### src/bds_pkg.sv
// ----------------------------------------------------------------------------
// bds_pkg
// Shared constants, register codes and types of the box downsampler.
// ----------------------------------------------------------------------------
package bds_pkg;

    localparam int MAX_HALF_SIZE_DEF = 64;
    localparam int SAMPLE_WIDTH_DEF  = 32;
    localparam int GUARD_BITS        = 3;

    localparam int SLOW_HALF_MAX = 1024;
    localparam int SLOW_POS_W    = 11;
    localparam int SLOW_CMP_W    = 12;

    localparam int MODE_W     = 2;
    localparam int FAST_CFG_W = 7;
    localparam int MID_CFG_W  = 7;
    localparam int SLOW_CFG_W = 11;

    localparam int PADDR_W = 4;
    localparam int PDATA_W = 32;

    typedef enum logic [1:0] {
        REG_MODE = 2'd0,
        REG_FAST = 2'd1,
        REG_MID  = 2'd2,
        REG_SLOW = 2'd3
    } t_reg_idx;

    typedef struct packed {
        logic [MODE_W-1:0]     mode;
        logic [FAST_CFG_W-1:0] fast_size;
        logic [MID_CFG_W-1:0]  mid_size;
        logic [SLOW_CFG_W-1:0] slow_size;
    } t_cfg;

    typedef struct packed {
        logic       first;
        logic       last;
        logic       field_end;
        logic [1:0] shift;
    } t_blk_info;

endpackage

### src/bds_apb_regs.sv
// ----------------------------------------------------------------------------
// bds_apb_regs
// APB register bank holding the mode and the coarse sizes.
// ----------------------------------------------------------------------------
module bds_apb_regs (
    input  logic                         i_clk,
    input  logic                         i_rst_n,
    input  logic                         psel,
    input  logic                         penable,
    input  logic                         pwrite,
    input  logic [bds_pkg::PADDR_W-1:0]  paddr,
    input  logic [bds_pkg::PDATA_W-1:0]  pwdata,
    output logic [bds_pkg::PDATA_W-1:0]  prdata,
    output logic                         pready,
    output bds_pkg::t_cfg                o_cfg
);
    import bds_pkg::*;

    t_cfg     r_cfg;
    t_reg_idx w_idx;
    logic     w_wr;

    assign w_idx  = t_reg_idx'(paddr[PADDR_W-1:2]);
    assign w_wr   = psel && penable && pwrite;
    assign pready = 1'b1;
    assign o_cfg  = r_cfg;

    always_ff @(posedge i_clk) begin
        if (!i_rst_n) begin
            r_cfg.mode      <= '0;
            r_cfg.fast_size <= FAST_CFG_W'(1);
            r_cfg.mid_size  <= MID_CFG_W'(1);
            r_cfg.slow_size <= SLOW_CFG_W'(1);
        end else if (w_wr) begin
            case (w_idx)
                REG_MODE: r_cfg.mode      <= pwdata[MODE_W-1:0];
                REG_FAST: r_cfg.fast_size <= pwdata[FAST_CFG_W-1:0];
                REG_MID:  r_cfg.mid_size  <= pwdata[MID_CFG_W-1:0];
                REG_SLOW: r_cfg.slow_size <= pwdata[SLOW_CFG_W-1:0];
                default: ;
            endcase
        end
    end

    always_comb begin
        case (w_idx)
            REG_MODE: prdata = PDATA_W'(r_cfg.mode);
            REG_FAST: prdata = PDATA_W'(r_cfg.fast_size);
            REG_MID:  prdata = PDATA_W'(r_cfg.mid_size);
            REG_SLOW: prdata = PDATA_W'(r_cfg.slow_size);
            default:  prdata = '0;
        endcase
    end

endmodule

### config.mk
export PLATFORM = sky130hd
export DESIGN_NAME = bds_apb_regs
export DESIGN_NICKNAME = d
export VERILOG_FILES = /design/src/bds_pkg.sv /design/src/bds_apb_regs.sv
export SDC_FILE = /design/constraint.sdc
export NUM_CORES = 1
export LEC_CHECK = 0
export ABC_AREA = 0
export BUFFER_PORTS_ARGS = -buffer_cell sky130_fd_sc_hd__buf_2
export CELL_PAD_IN_SITES_DETAIL_PLACEMENT = 2
export CELL_PAD_IN_SITES_GLOBAL_PLACEMENT = 2
export CORE_MARGIN = 2
export CORE_UTILIZATION = 19
export DETAILED_ROUTE_END_ITERATION = 8
export PLACE_DENSITY = 0.77
export SYNTH_ARGS = -nofsm -noshare
export SYNTH_HDL_FRONTEND = slang
export SYNTH_SLANG_ARGS = --single-unit
export TNS_END_PERCENT = 100
### constraint.sdc
create_clock -name i_clk -period 1.01 [get_ports i_clk]
set_clock_uncertainty 0.2 [all_clocks]
set_input_delay 0.0505 -clock i_clk [delete_from_list [all_inputs] [get_ports i_clk]]
set_output_delay 0.0505 -clock i_clk [all_outputs]
set_load 0.02 [all_outputs]
==> reports/results.tsv <==
stage	metric	value	unit
die	core box area	7250	sq um
sta	Final Slew Violations	0	
status	failing checks	negative setup slack	
die	row cnt	31	
worst_setup_path	startpoint class of the critical path	flop	
sta	post-route setup slack	-0.478	ns
sta	Tmin final	1.49	ns
sta	RSZ-0062 raised after global routing	yes	
synthesis	Yosys top cell area share	37.9	%
final_layout	post-route cell area	2770	sq um
worst_setup_path	crit-path max FO	2	
global_route	global-route wire length before repair	8.31	mm
flow_run	Max Cap Viol	0	
synthesis	post-synth top area cell	dfxtp_1	
global_route	Total GRT Usage	12.8	%
clock_network	clock slew at the register clock pins of the worst setup and hold paths	0.10	ns
synthesis	Mean Syn Cell Area	9.52	sq um
die	initial core utilization	19.7	%
synthesis	Unique masters post-synth	22	
worst_setup_path	Data arrival, critical path	1.24	ns
clock_network	clock sink total	27	
clock_network	TritonCTS clock tree	built	
routing	via count	1414	
synthesis	cell area after synthesis	1430	sq um
die	Die Y	90.7	microns
worst_setup_path	Crit. End Element	output pin	
sta	period utilisation layout	147	%
die	die area	8220	sq um
final_layout	Layout fillers	802	
final_layout	layout cell share with drive strength beyond 1	64.6	%
final_layout	max reg flops	27	
routing	vias per cell	3.94	
clock_network	Inserted Clock Buffers	3	
global_route	GRT overflow	0	
synthesis	Syn. warnings	0	
final_layout	Nets	302	
clock_network	Max H-tree Level	1	
sta	Final Hold Viols	0	
power_and_ir_drop	Final Power	2.21	mW
place	PortBufs	55	
global_route	pin count of the biggest net entering global routing	21	
power_and_ir_drop	Power per Cell Area	795	nW/um^2
power_and_ir_drop	Static Leakage	1.31	nW
global_route	vias in the first global route	1522	
synthesis	Cells after Synth	150	
final_layout	Area growth syn-to-layout	94.3	%
clock_network	CTS Root Cell	clkbuf_8	
synthesis	ranking of synthesized cells by area	dfxtp_1 38%, mux2i_1 18%, buf_4 12%, nand2_1 9.2%, mux4_2 3.2%	
place	RePlAce Congestion	0.746	
routing	drt first pass iters	3	
clock_network	Worst-Skew Late Latency	0.28	ns
routing	Post-DRT Antenna Nets	0	
worst_setup_path	kind of critical path	reg -> out	
final_layout	Antenna diodes	0	
power_and_ir_drop	Peak VDD IR	0.382	mV
sta	Fmax achieved	672	MHz
place	hpwl dp	3.67	mm
clock_network	Max clock buf depth	2	
status	status	finished, violations left	
routing	Post-Route WL	5.69	mm
synthesis	#FFs+latches synth	27	
routing	DR WL/cell	15.8	microns
global_route	initial antenna violation count	0	
place	placed inst area	2040	sq um
die	I/O pins	101	
synthesis	post-synthesis sequential area ratio	37.9	%
worst_setup_path	CP required	0.76	ns
routing	drt drc	0	
routing	Initial DRC Count	23	
sta	final setup fails	41	
die	Die Wd	90.7	microns
hold_path	worst hold-check path type	in -> reg	
report_power, final:
part	total (mW)	internal [mW]	leakage (nW)	switching [mW]
combinational	0.464	0.209	1.06	0.255
clock	0.655	0.284	0.0228	0.371
sequential	1.09	1.07	0.229	0.0117
total	2.21	1.57	1.31	0.638
area by class of cell:
class | count | area [sq um] | share of cell area [%]
repair buffers | 118 | 1160 | 41.7
multi-input cells | 111 | 868 | 31.3
flip-flops and latches | 27 | 579 | 20.9
well taps | 99 | 124 | 4.47
clock buffers | 4 | 45.0 | 1.62
metrics by stage:
| step | utilization [%] | hold WS, ns | setup TNS, ns | instances | setup WS (ns) |
|---|---|---|---|---|---|
| after floorplan | - | -0.0149 | -1.43 | 170 | -0.124 |
| after global placement | 28.1 | 0.105 | -7.29 | 325 | -0.316 |
| after detailed placement | 28.1 | 0.116 | -7.98 | 325 | -0.321 |
| after CTS | 35.4 | 0.0250 | -6.52 | 344 | -0.481 |
| after global routing | 38.2 | 0.0393 | -8.38 | 359 | -0.514 |
| final | 38.2 | 0.0323 | -6.89 | 359 | -0.478 |
path summary, 6_finish.rpt:
kind	from	slack, ns	to	cells past startpoint
max reg2reg	o_cfg[18]$_SDFFE_PN1P_	-0.12	o_cfg[18]$_SDFFE_PN1P_	5
min	i_rst_n	0.03	o_cfg[20]$_SDFFE_PN0P_	4
min reg2reg	o_cfg[23]$_SDFFE_PN0P_	0.30	o_cfg[23]$_SDFFE_PN0P_	2
max	o_cfg[0]$_SDFFE_PN1P_	-0.48	prdata[0]	2
cells in the final DEF (no fill, tap or decap), drive strengths merged, types with 2 or more instances in the layout:
master / n
mux4: 2
a22o: 5
clkbuf: 4
mux2: 5
and3: 6
dlygate4sd3: 11
buf: 107
nor2b: 4
a21oi: 2
conb: 22
mux2i: 26
nand2: 35
dfxtp: 27
synth_stat cells, drive strengths merged:
cell / number
dfxtp: 27
buf: 29
and3: 6
a22o: 5
nand2: 35
and2: 1
a21oi: 2
conb: 2
nor3b: 1
mux2: 5
mux4: 2
mux2i: 26
clkbuf: 3
nor2b: 4
nand3b: 1
nand2b: 1
logic make-up after synthesis:
family	Yosys count	share of synthesized area, %
and+or+nand+nor	49	16.7
muxes	33	25.3
buffers and inverters	32	15.8
DFF	27	37.9
AOI/OAI and AO/OA	7	3.77
other	2	0.526
what timing repair did:
item,4_1_cts,5_1_grt
endpoints found under the setup margin,39,44
cloned,0,0
hold buffers,11,1
hold endpoints to repair,27,4
gates resized for setup,109,31
pin swaps,2,1
setup buffers,5,19
routing by layer:
layer | part of all wire [%] | global-route usage (%) | routed length [microns] | up-vias
met5 | 0 | 0 | 0 | -
met4 | 0.51 | 2.31 | 29 | 0
met3 | 4.0 | 2.09 | 228 | 4
met2 | 57 | 24.7 | 3220 | 45
met1 | 39 | 14.7 | 2210 | 691
li1 | - | - | - | 674
worst max-delay path: stages (launching register included):
cell and delay (ns):
dfxtp_2 0.34, mux4_2 0.47, buf_6 0.15
Note: power is estimated with default switching activity, not from simulation.
