`config.mk`:
```
export PLATFORM = sky130hd
export DESIGN_NAME = bds_position
export DESIGN_NICKNAME = d
export VERILOG_FILES = /design/src/bds_pkg.sv /design/src/bds_position.sv
export SDC_FILE = /design/constraint.sdc
export NUM_CORES = 1
export LEC_CHECK = 0
export ABC_CLOCK_PERIOD_IN_PS = 4100
export BUFFER_PORTS_ARGS = -buffer_cell sky130_fd_sc_hd__buf_4
export CAP_MARGIN = 15
export CORE_MARGIN = 2
export CORE_UTILIZATION = 48
export CTS_CLUSTER_DIAMETER = 100
export DETAILED_ROUTE_END_ITERATION = 6
export GPL_TIMING_DRIVEN = 0
export PLACE_DENSITY = 0.71
export SLEW_MARGIN = 20
export SYNTH_ARGS = -nofsm -noshare
export SYNTH_HDL_FRONTEND = slang
export SYNTH_SLANG_ARGS = --single-unit
```
`constraint.sdc`:
```
create_clock -name i_clk -period 4.1 [get_ports i_clk]
set_input_delay 0.205 -clock i_clk [delete_from_list [all_inputs] [get_ports i_clk]]
set_output_delay 0.205 -clock i_clk [all_outputs]
set_load 0.01 [all_outputs]
```
`src/bds_pkg.sv`:
```
// ----------------------------------------------------------------------------
// bds_pkg
// Shared constants, register codes and types of the box downsampler.
// ----------------------------------------------------------------------------
package bds_pkg;

    localparam int MAX_HALF_SIZE_DEF = 64;
    localparam int SAMPLE_WIDTH_DEF  = 32;
    localparam int GUARD_BITS        = 3;

    localparam int SLOW_HALF_MAX = 1024;
    localparam int SLOW_POS_W    = 11;
    localparam int SLOW_CMP_W    = 12;

    localparam int MODE_W     = 2;
    localparam int FAST_CFG_W = 7;
    localparam int MID_CFG_W  = 7;
    localparam int SLOW_CFG_W = 11;

    localparam int PADDR_W = 4;
    localparam int PDATA_W = 32;

    typedef enum logic [1:0] {
        REG_MODE = 2'd0,
        REG_FAST = 2'd1,
        REG_MID  = 2'd2,
        REG_SLOW = 2'd3
    } t_reg_idx;

    typedef struct packed {
        logic [MODE_W-1:0]     mode;
        logic [FAST_CFG_W-1:0] fast_size;
        logic [MID_CFG_W-1:0]  mid_size;
        logic [SLOW_CFG_W-1:0] slow_size;
    } t_cfg;

    typedef struct packed {
        logic       first;
        logic       last;
        logic       field_end;
        logic [1:0] shift;
    } t_blk_info;

endpackage

```
`src/bds_position.sv`:
```
// ----------------------------------------------------------------------------
// bds_position
// Fine-grid position counters; give the partial-sum address and block flags.
// ----------------------------------------------------------------------------
module bds_position #(
    parameter int MAX_HALF_SIZE = bds_pkg::MAX_HALF_SIZE_DEF,
    parameter int IDX_W         = 12
) (
    input  logic                 i_clk,
    input  logic                 i_rst_n,
    input  bds_pkg::t_cfg        i_cfg,
    input  logic                 i_adv,
    output logic [IDX_W-1:0]     o_idx,
    output bds_pkg::t_blk_info   o_info
);
    import bds_pkg::*;

    localparam int POS_W  = $clog2(2 * MAX_HALF_SIZE);
    localparam int SZ_W   = (POS_W + 1 > FAST_CFG_W) ? POS_W + 1 : FAST_CFG_W;
    localparam int CW     = SZ_W + 1;
    localparam int PROD_W = IDX_W + POS_W;

    logic [POS_W-1:0]      r_fast, r_mid, n_fast, n_mid;
    logic [SLOW_POS_W-1:0] r_slow, n_slow;
    logic [POS_W-1:0]      w_mid_eff;
    logic [SLOW_POS_W-1:0] w_slow_eff;
    logic                  w_use_mid, w_use_slow;
    logic [SZ_W-1:0]       w_fs_ext, w_ms_ext, w_fs, w_ms;
    logic [SLOW_CMP_W-1:0] w_ss_ext, w_ss;
    logic                  w_fw, w_mw, w_sw;
    logic [PROD_W-1:0]     w_prod;

    assign w_use_mid  = (i_cfg.mode != MODE_W'(0));
    assign w_use_slow = i_cfg.mode[1];
    assign w_mid_eff  = w_use_mid ? r_mid : '0;
    assign w_slow_eff = w_use_slow ? r_slow : '0;

    assign w_fs_ext = SZ_W'(i_cfg.fast_size);
    assign w_ms_ext = SZ_W'(i_cfg.mid_size);
    assign w_ss_ext = SLOW_CMP_W'(i_cfg.slow_size);

    always_comb begin
        if (w_fs_ext == '0)                      w_fs = SZ_W'(1);
        else if (w_fs_ext > SZ_W'(MAX_HALF_SIZE)) w_fs = SZ_W'(MAX_HALF_SIZE);
        else                                     w_fs = w_fs_ext;
        if (w_ms_ext == '0)                      w_ms = SZ_W'(1);
        else if (w_ms_ext > SZ_W'(MAX_HALF_SIZE)) w_ms = SZ_W'(MAX_HALF_SIZE);
        else                                     w_ms = w_ms_ext;
        if (w_ss_ext == '0)                           w_ss = SLOW_CMP_W'(1);
        else if (w_ss_ext > SLOW_CMP_W'(SLOW_HALF_MAX)) w_ss = SLOW_CMP_W'(SLOW_HALF_MAX);
        else                                          w_ss = w_ss_ext;
    end

    assign w_fw = (CW'(r_fast) + CW'(1)) >= (CW'(w_fs) << 1);
    assign w_mw = (CW'(w_mid_eff) + CW'(1)) >= (CW'(w_ms) << 1);
    assign w_sw = ((SLOW_CMP_W + 1)'(w_slow_eff) + (SLOW_CMP_W + 1)'(1))
                  >= ((SLOW_CMP_W + 1)'(w_ss) << 1);

    always_comb begin
        n_fast = w_fw ? '0 : POS_W'(r_fast + POS_W'(1));
        n_mid  = w_mid_eff;
        n_slow = w_slow_eff;
        if (w_fw && w_use_mid) begin
            n_mid = w_mw ? '0 : POS_W'(w_mid_eff + POS_W'(1));
            if (w_mw && w_use_slow) begin
                n_slow = w_sw ? '0 : SLOW_POS_W'(w_slow_eff + SLOW_POS_W'(1));
            end
        end
    end

    always_ff @(posedge i_clk) begin
        if (!i_rst_n) begin
            r_fast <= '0;
            r_mid  <= '0;
            r_slow <= '0;
        end else if (i_adv) begin
            r_fast <= n_fast;
            r_mid  <= n_mid;
            r_slow <= n_slow;
        end
    end

    assign w_prod = PROD_W'(w_mid_eff >> 1) * PROD_W'(MAX_HALF_SIZE) + PROD_W'(r_fast >> 1);
    assign o_idx  = w_prod[IDX_W-1:0];

    assign o_info.first     = !r_fast[0] && !w_mid_eff[0] && !w_slow_eff[0];
    assign o_info.last      = r_fast[0] && (!w_use_mid || w_mid_eff[0])
                              && (!w_use_slow || w_slow_eff[0]);
    assign o_info.field_end = w_fw && (!w_use_mid || w_mw) && (!w_use_slow || w_sw);
    assign o_info.shift     = w_use_slow ? 2'd3 : (w_use_mid ? 2'd2 : 2'd1);

endmodule

```
==> run_results.csv <==
group,metric,value,unit
logic_synthesis,postSynthCellCount,313,
grt,gr-total-overflow,0,
detailed_routing,wl_per_cell,13.1,um
pwr,leakage,1.28,nW
clock_tree,clk_pin_slew_worst_paths,90,ps
logic_synthesis,syn_area_per_cell,7.59,um2
floorplan,start_util,50.0,%
timing,finalHoldWorstSlack,327,ps
logic_synthesis,async_flop_share,0,%
grt,grt_use_met2,38.5,%
critical_path,critical-path-top-delay-family,"simple AND/OR/NAND/NOR gates",
detailed_routing,vias,2376,
timing,finClkSkew,5.80,ps
timing,min_period,3710,ps
detailed_routing,viasPerCell,5.55,
clock_tree,cts_hold_buf,0,
clock_tree,cts_setup_buffers,0,
critical_path,crit_type,"flip-flop to output pin",
timing,rsz0062_at_grt,"false",
final_layout,syn_to_final_growth,19.4,%
grt,met1_usage,29.2,%
detailed_routing,drt_iter0_markers,191,
final_layout,layout_common_cells,"buf_4 (50), nand2_1 (45), ha_1 (28), nor2_1 (27), dfxtp_1 (25)",
final_layout,layout-drive-gt1-share,20.5,%
timing,hold_viol_final,0,
logic_synthesis,ys_seq_elements,25,
final_layout,fin_util,59.7,%
run,maxCapViolCount,0,
timing,period_share,90.4,%
critical_path,cpPeakStageDelay,430,ps
timing,fin_tns_setup,0,ps
logic_synthesis,ys.flop_type,"dfxtp_1",
clock_tree,cts-resized-gates,0,
logic_synthesis,syn-num-nets,371,
place,portBuffers,44,
clock_tree,clock_path_buffers,2,
detailed_routing,routed_wl,5620,um
place,place.gp.congestion,0.826,
critical_path,critical_path.cell_chain,"and2_1 -> ha_1 -> nand4_1 -> nor2_1 -> nand3_1 -> xor2_1 -> nor2_1 -> ha_1 -> nand3_1 -> nor2_1 -> a211o_1 -> nor2_4 -> nand2_2 -> o21ai_0 -> nor2_1 -> buf_4",
clock_tree,cts_inserted_buffers,3,
clock_tree,h-tree-depth,1,
critical_path,path_buf_inv,1,
grt,grt_pass1_vias,2242,
floorplan,core,0.00475,mm2
place,pre_cts_slack,574,ps
final_layout,diodes,0,
detailed_routing,drc,0,
clock_tree,clk_latency,270,ps
logic_synthesis,netlist_area,0.00238,mm2
logic_synthesis,synth_seq_area_share,21.1,%
detailed_routing,ant_nets,0,
critical_path,cp_num_cells,16,
pwr,power.density,182,mW/mm2
critical_path,crit_path_top_delay_cell,"dfxtp_1",
logic_synthesis,synth_edf_count,0,
grt,grt_pass1_wl,9760,um
worst_hold_path,hold_depth,2,
timing,setup_violations,0,
final_layout,mostFrequentLayoutCell,"buf_4",
grt,grt_max_degree,15,
critical_path,worst-path-max-fanout,6,
timing,drv_slew,0,
timing,max_freq,0.270,GHz
timing,slew_headroom,62.0,%
timing,finalWorstSetupSlack,392,ps
grt,globalRouteMet3Util,1.76,%
floorplan,die_y,74.4,um
clock_tree,cts-root-buf,"clkbuf_8",
worst_hold_path,hp-class,"input pin to flip-flop",
pwr,peakVddDrop,0.130,mV
logic_synthesis,yosysTopAreaCell,"dfxtp_1",
grt,grt.total_usage,22.0,%
grt,grt_antenna_before_repair,0,
timing,tightest_slew,566,ps
critical_path,cp_common_cell,"nor2_1",
floorplan,die_w,74.4,um
pwr,power,0.000517,W
clock_tree,cts_num_sinks,25,
logic_synthesis,yosysWarnings,0,
critical_path,start_kind,"flip-flop",
critical_path,reg2reg_depth,15,
place,dp_hpwl,4490,um
floorplan,rows,25,
critical_path,critPathCaptureType,"output pin",
outcome,status,"finished clean",
critical_path,arrival,3500,ps
clock_tree,cts_tree,"yes",
critical_path,required,3890,ps
floorplan,io_pins,47,
logic_synthesis,synth_top_area_share,21.1,%
final_layout,nets,420,
grt,busiest_layer,"met2",
floorplan,die_area,0.00553,mm2
detailed_routing,drt_first_pass_iters,4,
logic_synthesis,synthDistinctLibCells,59,
logic_synthesis,synthTopCellsByArea,"dfxtp_1 (21%), ha_1 (15%), nand2_1 (7.1%), a21oi_1 (4.4%), nor2_1 (4.3%)",
==> per-layer routing <==
layer  up-vias  share of wire, %
li1       1223                 -
met1      1093                47
met4         0               1.1
met3         6               3.2
met2        54                49
met5         -                 0
==> power breakdown <==
part           switching (W)  internal, W  total (W)
sequential        0.00000472     0.000245   0.000250
clock              0.0000821    0.0000680   0.000150
combinational      0.0000665    0.0000507   0.000117
total               0.000153     0.000364   0.000517
==> worst reg2reg max path: cells and delay by family, from the launching register on <==
kind | cells | cell delay [ps]
AO/OA/AOI/OAI | 1 | 340
flip-flops | 1 | 430
adder cells (fa/ha/maj) | 2 | 590
AND/OR/NAND/NOR | 10 | 1710
XOR/XNOR | 1 | 210
multiplexers | 1 | 220
==> final cells by class <==
class                           instances  area [um2]
Fill cell                             482        1920
Multi-Input combinational cell        261        1740
Sequential cell                        25         500
Timing Repair Buffer                   44         330
Tap cell                               67        83.8
Buffer                                 12        76.3
Inverter                               15        58.8
Clock buffer                            3        41.3
Clock inverter                          1        5.00
==> path summary, 6_finish.rpt <==
check	start	slack, ps	end
worst max-delay path	r_slow[0]$_SDFFE_PN0P_	390	o_info[2]
worst min-delay path	i_rst_n	330	r_slow[7]$_SDFFE_PN0P_
worst max register to register	r_slow[0]$_SDFFE_PN0P_	550	r_slow[0]$_SDFFE_PN0P_
worst min register to register	r_mid[6]$_SDFFE_PN0P_	470	r_mid[6]$_SDFFE_PN0P_
==> synth_stat cells (3+ instances only) <==
library cell,n
a22o_1,5
xor2_1,10
a31oi_1,5
clkbuf_1,4
nand2_1,45
buf_4,6
and3_1,8
nand3_1,18
nand2b_1,3
nor2_1,27
nor4_1,4
a21oi_1,21
o21ai_1,4
ha_1,28
dfxtp_1,25
nor3_1,7
inv_1,12
and2_1,7
o21ai_0,14
nand4b_1,3
xnor2_1,7
a22oi_1,3
==> flip-flops by register name (all words and copies together) (netlist names) <==
| register | cells |
|---|---|
| r_fast | 7 |
| r_mid | 7 |
| r_slow | 11 |
==> per-stage QoR <==
step	instances	instance area [um2]
final	428	2840
after CTS	428	2840
after detailed placement	424	2790
after floorplan	313	2380
after global routing	428	2840
after global placement	424	2790
==> cells by family (layout without fill, tap and decap cells) <==
| family | count (synthesis) | count (layout) | synth area share, % |
|---|---|---|---|
| flip-flops | 25 | 25 | 21.1 |
| AO/OA/AOI/OAI | 72 | 72 | 20.2 |
| buffers and inverters | 27 | 75 | 5.69 |
| multiplexers | 1 | 1 | 0.474 |
| XOR/XNOR | 17 | 17 | 6.27 |
| AND/OR/NAND/NOR | 143 | 143 | 31.5 |
| adder cells (fa/ha/maj) | 28 | 28 | 14.7 |
Power figures use the tool's default switching activity.
